`src/rtl/ffa_pkg.sv`:
```
`default_nettype none
package ffa_pkg;

  localparam int DESCRIPTORS = 64;
  localparam int OFF_W       = 24;
  localparam int ADDR_W      = $clog2(DESCRIPTORS);
  localparam int LINK_W      = $clog2(DESCRIPTORS + 1);
  localparam int SIZE_W      = OFF_W + 1;
  localparam int CELL_W      = 13;
  localparam int CNT_W       = $clog2(OFF_W);
  localparam int CFG_IDX_W   = 1;
  localparam int CFG_W       = 24;

  localparam logic [LINK_W-1:0] NIL = LINK_W'(DESCRIPTORS);

  localparam logic [CELL_W-1:0] CELL_RESET  = CELL_W'(16);
  localparam logic [OFF_W-1:0]  TOTAL_RESET = OFF_W'(65536);

  typedef enum logic [1:0] {
    OP_ALLOC = 2'd0,
    OP_FREE  = 2'd1,
    OP_CLEAR = 2'd2,
    OP_NOP   = 2'd3
  } op_t;

  typedef enum logic [2:0] {
    STAT_OK       = 3'd0,
    STAT_ZERO     = 3'd1,
    STAT_NOFIT    = 3'd2,
    STAT_NODESC   = 3'd3,
    STAT_RANGE    = 3'd4,
    STAT_NOTALLOC = 3'd5
  } status_t;

  typedef enum logic [CFG_IDX_W-1:0] {
    CFG_CELL  = 1'b0,
    CFG_TOTAL = 1'b1
  } cfg_reg_t;

  typedef struct packed {
    logic [OFF_W-1:0]  offset;
    logic [OFF_W-1:0]  length;
    logic              free;
    logic [LINK_W-1:0] aprev;
    logic [LINK_W-1:0] anext;
    logic [LINK_W-1:0] lprev;
    logic [LINK_W-1:0] lnext;
  } desc_t;

  typedef enum logic [5:0] {
    STEP_INIT,
    STEP_IDLE,
    STEP_DECODE,
    STEP_DIV,
    STEP_A_RD,
    STEP_A_CHK,
    STEP_X_P_RD,
    STEP_X_P_WR,
    STEP_X_N_RD,
    STEP_X_N_WR,
    STEP_X_H_RD,
    STEP_X_H_WR,
    STEP_X_E_WR,
    STEP_S_P_RD,
    STEP_S_P_WR,
    STEP_S_H_RD,
    STEP_S_H_WR,
    STEP_S_E_WR,
    STEP_S_D_WR,
    STEP_F_RD,
    STEP_F_CHK,
    STEP_F_P_RD,
    STEP_F_P_WR,
    STEP_F_N_RD,
    STEP_F_N_WR,
    STEP_F_AP_RD,
    STEP_F_AP_CHK,
    STEP_F_AN_RD,
    STEP_F_AN_WR,
    STEP_F_NX_RD,
    STEP_F_NX_CHK,
    STEP_F_UP_RD,
    STEP_F_UP_WR,
    STEP_F_UN_RD,
    STEP_F_UN_WR,
    STEP_F_Q_RD,
    STEP_F_Q_WR,
    STEP_F_M_RD,
    STEP_F_M_WR,
    STEP_F_H_RD,
    STEP_F_H_WR,
    STEP_F_E_WR,
    STEP_CLR,
    STEP_RESP
  } step_t;

  typedef struct packed {
    step_t step;
  } cmd_t;

  typedef struct packed {
    op_t  op;
    logic req_zero;
    logic off_range;
    logic div_done;
    logic fh_nil;
    logic lh_nil;
    logic fit;
    logic exact;
    logic no_spare;
    logic walk_end;
    logic hit;
    logic lprev_nil;
    logic lnext_nil;
    logic aprev_nil;
    logic anext_nil;
    logic rd_free;
    logic merged;
    logic out_free;
  } sts_t;

endpackage
`default_nettype wire

```
`src/rtl/ffa_ctrl.sv`:
```
`default_nettype none
module ffa_ctrl (
  input  logic          clk,
  input  logic          rst,
  input  logic          in_valid,
  input  ffa_pkg::sts_t sts,
  output ffa_pkg::cmd_t cmd
);
  import ffa_pkg::*;

  step_t step, step_next;

  always_ff @(posedge clk) begin
    if (rst) begin
      step <= STEP_INIT;
    end else begin
      step <= step_next;
    end
  end

  always_comb begin
    step_next = step;
    unique case (step)
      STEP_INIT:   step_next = STEP_IDLE;
      STEP_IDLE:   if (in_valid) step_next = STEP_DECODE;
      STEP_DECODE: begin
        unique case (sts.op)
          OP_ALLOC: step_next = sts.req_zero ? STEP_RESP : STEP_DIV;
          OP_FREE:  step_next = sts.off_range ? STEP_RESP : STEP_F_RD;
          OP_CLEAR: step_next = STEP_CLR;
          default:  step_next = STEP_RESP;
        endcase
      end
      STEP_DIV:    if (sts.div_done) step_next = STEP_A_RD;
      STEP_A_RD:   step_next = sts.fh_nil ? STEP_RESP : STEP_A_CHK;
      STEP_A_CHK: begin
        if (sts.fit) begin
          if (sts.exact) step_next = STEP_X_P_RD;
          else step_next = sts.no_spare ? STEP_RESP : STEP_S_P_RD;
        end else if (sts.walk_end) begin
          step_next = STEP_RESP;
        end
      end
      STEP_X_P_RD: step_next = sts.lprev_nil ? STEP_X_N_RD : STEP_X_P_WR;
      STEP_X_P_WR: step_next = STEP_X_N_RD;
      STEP_X_N_RD: step_next = sts.lnext_nil ? STEP_X_H_RD : STEP_X_N_WR;
      STEP_X_N_WR: step_next = STEP_X_H_RD;
      STEP_X_H_RD: step_next = sts.lh_nil ? STEP_X_E_WR : STEP_X_H_WR;
      STEP_X_H_WR: step_next = STEP_X_E_WR;
      STEP_X_E_WR: step_next = STEP_RESP;
      STEP_S_P_RD: step_next = sts.aprev_nil ? STEP_S_H_RD : STEP_S_P_WR;
      STEP_S_P_WR: step_next = STEP_S_H_RD;
      STEP_S_H_RD: step_next = sts.lh_nil ? STEP_S_E_WR : STEP_S_H_WR;
      STEP_S_H_WR: step_next = STEP_S_E_WR;
      STEP_S_E_WR: step_next = STEP_S_D_WR;
      STEP_S_D_WR: step_next = STEP_RESP;
      STEP_F_RD:   step_next = sts.lh_nil ? STEP_RESP : STEP_F_CHK;
      STEP_F_CHK: begin
        if (sts.hit) step_next = STEP_F_P_RD;
        else if (sts.walk_end) step_next = STEP_RESP;
      end
      STEP_F_P_RD:   step_next = sts.lprev_nil ? STEP_F_N_RD : STEP_F_P_WR;
      STEP_F_P_WR:   step_next = STEP_F_N_RD;
      STEP_F_N_RD:   step_next = sts.lnext_nil ? STEP_F_AP_RD : STEP_F_N_WR;
      STEP_F_N_WR:   step_next = STEP_F_AP_RD;
      STEP_F_AP_RD:  step_next = sts.aprev_nil ? STEP_F_NX_RD : STEP_F_AP_CHK;
      STEP_F_AP_CHK: begin
        if (sts.rd_free && !sts.anext_nil) step_next = STEP_F_AN_RD;
        else step_next = STEP_F_NX_RD;
      end
      STEP_F_AN_RD:  step_next = STEP_F_AN_WR;
      STEP_F_AN_WR:  step_next = STEP_F_NX_RD;
      STEP_F_NX_RD: begin
        if (!sts.anext_nil) step_next = STEP_F_NX_CHK;
        else step_next = sts.merged ? STEP_F_E_WR : STEP_F_H_RD;
      end
      STEP_F_NX_CHK: begin
        if (sts.rd_free) step_next = sts.merged ? STEP_F_UP_RD : STEP_F_Q_RD;
        else step_next = sts.merged ? STEP_F_E_WR : STEP_F_H_RD;
      end
      STEP_F_UP_RD: step_next = sts.lprev_nil ? STEP_F_UN_RD : STEP_F_UP_WR;
      STEP_F_UP_WR: step_next = STEP_F_UN_RD;
      STEP_F_UN_RD: step_next = sts.lnext_nil ? STEP_F_Q_RD : STEP_F_UN_WR;
      STEP_F_UN_WR: step_next = STEP_F_Q_RD;
      STEP_F_Q_RD:  step_next = sts.aprev_nil ? STEP_F_M_RD : STEP_F_Q_WR;
      STEP_F_Q_WR:  step_next = STEP_F_M_RD;
      STEP_F_M_RD:  step_next = STEP_F_M_WR;
      STEP_F_M_WR:  step_next = STEP_RESP;
      STEP_F_H_RD:  step_next = sts.fh_nil ? STEP_F_E_WR : STEP_F_H_WR;
      STEP_F_H_WR:  step_next = STEP_F_E_WR;
      STEP_F_E_WR:  step_next = STEP_RESP;
      STEP_CLR:     step_next = STEP_RESP;
      STEP_RESP:    if (sts.out_free) step_next = STEP_IDLE;
      default:      step_next = STEP_IDLE;
    endcase
  end

  always_comb begin
    cmd.step = step;
  end

endmodule
`default_nettype wire

```
`config.mk`:
```
export PLATFORM = sky130hd
export DESIGN_NAME = ffa_ctrl
export DESIGN_NICKNAME = d
export VERILOG_FILES = /design/src/rtl/ffa_pkg.sv /design/src/rtl/ffa_ctrl.sv
export SDC_FILE = /design/constraint.sdc
export NUM_CORES = 1
export LEC_CHECK = 0
export BUFFER_PORTS_ARGS = -buffer_cell sky130_fd_sc_hd__buf_2
export CORE_MARGIN = 2
export CORE_UTILIZATION = 51
export DETAILED_ROUTE_END_ITERATION = 6
export HOLD_SLACK_MARGIN = 0.15
export PLACE_DENSITY_LB_ADDON = 0.05
export REMOVE_ABC_BUFFERS = 1
export SYNTH_ARGS = -nofsm -noshare
export SYNTH_HDL_FRONTEND = slang
export SYNTH_SLANG_ARGS = --single-unit
```
`constraint.sdc`:
```
create_clock -name clk -period 1.9 [get_ports clk]
set_clock_uncertainty 0.05 [all_clocks]
set_input_delay 0.095 -clock clk [delete_from_list [all_inputs] [get_ports clk]]
set_output_delay 0.095 -clock clk [all_outputs]
set_load 0.01 [all_outputs]
```
After elaboration in Yosys (flattened, before gate mapping)

Cells that the tools add are included.
W data, S select, Z words.

Register bits after elaboration: 6
Input port bits: 22
Output and inout bits: 6

Equal/unequal tests: 48
Mux-type cells: 31
Reductions and logical operators: 5

Operators with widths:

| kind                 | count |
|---|---|
| $pmux W6 S39         | 1 |
| $eq A6 B5 Y1 const B | 16 |
| $mux W6              | 15 |
| $eq A6 B6 Y1 const B | 12 |
| $eq A6 B4 Y1 const B | 8 |
| $eq A6 B3 Y1 const B | 4 |
| $pmux W6 S3          | 1 |
| $eq A6 B2 Y1 const B | 2 |
| $mux W3              | 3 |
| $mux W1              | 8 |
| $mux W4              | 2 |
| $eq A6 B1 Y1 const B | 1 |
| $ne A2 B2 Y1 const B | 3 |
| $reduce_or A5 Y1     | 1 |
| $reduce_and A3 Y1    | 1 |
| $eq A2 B1 Y1 const B | 1 |
| $eq A2 B2 Y1 const B | 1 |
| $logic_not A2 Y1     | 1 |
| $mux W2              | 1 |
| $logic_and A1 B1 Y1  | 1 |
| $logic_not A1 Y1     | 1 |

Logic depth before layout (Yosys ltp)

Depth after elaboration: 4
Gate-level depth with buffers: 8
Mapped depth without buffers: 5

Least setup slack after synthesis

No wires, ideal clock.

Path kind: flip-flop to flip-flop
Start point: register step[3], in the netlist cmd[3]
End point: register step[1], in the netlist cmd[1]
Setup time: 0.120 ns
Arrival time: 1.673 ns
Data required time: 1.730 ns
Setup slack: 0.057 ns
Stages on the path, launching flop included: 7
Path buffers: 1
Period minus slack after synthesis: 1.843 ns
Cell sequence: dfxtp_1 -> buf_6 -> and3b_4 -> o211ai_2 -> o311ai_1 -> or4b_1 -> o31a_1

Longest elaborated chain between the ends: 3

Ends and longest elaborated chain:

| element                                                           | RTL line       | RTL |
|---|---|---|
| from (decl)                                                       | ffa_ctrl.sv:11 | `step_t step, step_next;` |
| from (signal assigned)                                            | ffa_ctrl.sv:17 | `step <= step_next;` |
| $eq A6 B6 Y1, or another cell as far along                        | ffa_ctrl.sv:23 | `unique case (step)` |
| $reduce_or A5 Y1 (no line) / $ne A2 B2 Y1 (equally long branches) | --             |  |
| $pmux W6 S39 / $reduce_and A3 Y1 (equally long branches)          | --             |  |

Several ways; a longest one is shown, not always the timed one.
A chain may end at the register's enable or synchronous reset.

Worst setup path in the final report

Start point: register step[2], in the netlist cmd[2]
End point: register step[5], in the netlist cmd[5]

Same word-level chain as after synthesis.

==> implementation parameters <==
Parameter                              Value

Synthesis
  Synth top area cells ... dfxtp_1, nor2b_1, nand2_1
  Dominant synthesized flop cell ... dfxtp_1
  Count of warnings emitted by yosys ... 0
  Synth Cell Area ... 1480 sq um
  Post-synthesis sequential area ratio ... 8.09%
  Mapped Cells ... 212
  Area share of the largest cell type after synthesis ... 8.09%
  Most numerous cell in the Yosys netlist ... nand2_1
  Count of state elements after synthesis ... 6
  Unique cell type count in the Yosys netlist ... 70
  Fraction of registers with async set/reset ... 0%
  Most common library cells after synthesis ... nand2_1, buf_2, nor2b_1, inv_1, nor2_1
  Post-synth EDFFs ... 0
  Most area-hungry cell type in the Yosys netlist ... dfxtp_1
  Syn Area/Cell ... 7.00 sq um

Timing
  Slew @ Worst Pin ... 0.474 ns
  Number of slew-limit violations in the final report ... 0
  Tcrit/Tclk final ... 105%
  TNS Setup ... -0.165 ns
  Setup repair after global routing missed its margin ... true
  Peak clock frequency supported by timing ... 501 MHz
  Max transition margin ... 67.9%
  Number of failing hold endpoints at the final stage ... 0
  Final worst path period need ... 2.00 ns
  Post-route setup slack ... -0.0971 ns
  Final setup viols ... 3

Power
  Clock share of power ... 6.0%
  Switching power ... 904 uW
  Int Power ... 953 uW
  Power density over the cells ... 810 nW/um^2
  LEAKAGE ... 1.00 nW
  Peak ir drop on the vdd network ... 0.755 mV
  Share of total power in combinational logic ... 80.8%
  Share of total power consumed by net switching ... 48.7%
  Sequential cell fraction of total power ... 13.2%

Route
  DR WL/cell ... 22.7 um
  Drt initial violations ... 441
  Mean number of vias per cell ... 7.18
  Number of remaining DRC errors ... 0
  Wirelength, routed ... 7250 um
  Antenna-violating nets left ... 0
  Pre-Repair DR Iteration Count ... 5
  Via count ... 2297

Setup path
  Worst reg2reg startpoint ... cmd[2]$_SDFFE_PP0P_
  Setup crit start ... cmd[2]$_SDFFE_PP0P_
  Worst Path Class, Setup ... reg -> reg
  Cell-by-cell trace of the critical path ... buf_4 -> nor2b_2 -> buf_4 -> nand3_1 -> a21boi_0 -> buf_4 -> a31oi_1 -> a31oi_1
  Peak fanout along the critical path ... 7
  Cell at the slowest stage of the critical path ... a21boi_0
  Sum of buffers and inverters on the critical path ... 3
  WP data arrival ... 2.10 ns
  Crit-path max cell delay ... 0.34 ns
  Cell type with the highest occurrence count on the critical path ... buf_4
  Kind of end point of the critical path ... flop
  Data required time at the worst endpoint ... 2.00 ns
  Kind of start point of the critical path ... flop
  Dominant delay contributor by cell family on the critical path ... compound AO/OA/AOI/OAI gates

Global routing
  Number of global-route vias before repair ... 2007
  Maximum number of pins on one net before global-route repair ... 18
  Global route total overflow ... 0
  First-pass GRT wire length ... 9760 um
  Antenna violations before repair ... 0
  Aggregate global-route resource usage ... 38.2%

Final layout
  Final net count ... 316
  Antenna diode instance count ... 0
  Fraction of final layout cells sized beyond drive strength 1 ... 47.4%
  Max reg flops ... 6
  Growth of design area from synthesis to finish ... 54.6%
  Non-filler instance count after layout ... 320

Place
  Detail Placement HPWL ... 4880 um
  Number of placed cells counting well taps ... 310
  Total of buffers placed on input and output ports ... 27
  RD Place Congestion ... 1.05

Hold path
  Launch point of the worst hold path ... sts[17]
  Hold crit path type ... in -> reg

Die
  Die Height ... 57.9 um
  Number of core rows ... 19
  Initial Utilization ... 53.8%
  Width of the die ... 57.9 um
  Core area ... 2760 sq um
  DIE AREA ... 3360 sq um
  Ports ... 28

Clocking
  Max Root-Sink Buffers ... 2
  TritonCTS Buffers ... 3
  Clock insertion delay at the later pin of the skew report ... 0.24 ns
  Clock-pin slew reported for the worst setup and hold paths after clock tree synthesis ... 0.04 ns
  Clock sinks ... 6
  Maximum level of the CTS H-tree ... 1
  Clock tree root driver cell ... clkbuf_4
  TritonCTS clock tree ... built

Run
  Max Cap Violations ... 0

Status
  Outcome ... complete, but fails checks
  Violations in the final reports ... negative setup slack
## final timing paths
kind	endpoint	slack, ns	cells past startpoint
hold reg to reg	cmd[5]$_SDFFE_PP0P_	0.72	3
setup reg to reg	cmd[5]$_SDFFE_PP0P_	-0.1	8
setup / recovery	cmd[5]$_SDFFE_PP0P_	-0.1	8
hold / removal	cmd[4]$_SDFFE_PP0P_	0.15	3
## what timing repair did
item | in CTS | in global routing
cloned | 0 | 1
pin swaps | 4 | 7
gates resized for setup | 6 | 47
buffers inserted | 0 | 6
hold buffers | 1 | 0
endpoints found under the hold margin | 6 | 0
setup endpoints to repair | 3 | 5
## area by class of cell
class / count / area [sq um]
clock buffer: 3 / 22.5
fill: 173 / 464
inverter: 11 / 41.3
multi-input combinational: 176 / 1350
sequential: 6 / 135
tap: 31 / 38.8
timing repair buffer: 93 / 702
## power by group through the flow
stage	clock, mW	sequential [mW]	combinational [mW]
2_1_floorplan	0	0.337	0.474
3_3_place_gp	0	0.186	1.28
3_5_place_dp	0	0.190	1.31
4_1_cts	0.116	0.191	1.33
5_1_grt	0.121	0.247	1.57
6_report	0.111	0.245	1.50
## through the flow
step / setup WS, ns / hold WS [ns] / total power [mW] / instance area (sq um) / util [%]
4_1_cts: -0.0113 / 0.152 / 1.63 / 2070 / 75.1
6_report: -0.0971 / 0.151 / 1.86 / 2290 / 83.2
5_1_grt: -0.154 / 0.159 / 1.94 / 2290 / 83.2
2_1_floorplan: -0.404 / 0.114 / 0.811 / 1370 / -
3_5_place_dp: -0.0587 / 0.300 / 1.50 / 2020 / 73.3
3_3_place_gp: -0.00771 / 0.289 / 1.46 / 2020 / 73.3
## logic make-up (layout without fill, tap and decap cells)
family	count (synthesis)	in the layout	synth area share, %
muxes	3	3	2.02
buffers and inverters	30	107	10.6
xor gates and xnor gates	4	4	2.36
adders and majority gates	3	3	2.53
DFF	6	6	8.09
AOI/OAI and AO/OA	76	76	38.7
and+or+nand+nor	90	90	35.7
## tightest hold or removal path: cells and delay by family
| family | cells | cell delay [ns] |
|---|---|---|
| AOI/OAI and AO/OA | 1 | 0.11 |
| and+or+nand+nor | 1 | 0.07 |
| buffers and inverters | 1 | 0.12 |
## per-layer routing
layer / vias to the layer above / share of wire, % / global-route usage, %
met4: 0 / 6.8 / 16.9
met1: 1049 / 36 / 48.5
met3: 53 / 12 / 5.36
met2: 216 / 45 / 64.1
met5: - / 0 / 0
li1: 979 / - / -
## cell usage in the layout, fill, tap and decap left out, types with 4 or more instances in the layout
master,count
nor2b_1,6
buf_4,57
o22ai_1,4
a211oi_1,4
a21oi_1,8
nand2_1,13
inv_1,10
a31oi_1,5
nor3_1,5
nand2b_1,6
buf_2,27
nor2_1,10
nand3_1,8
o21ai_0,7
Power figures use the tool's default switching activity.
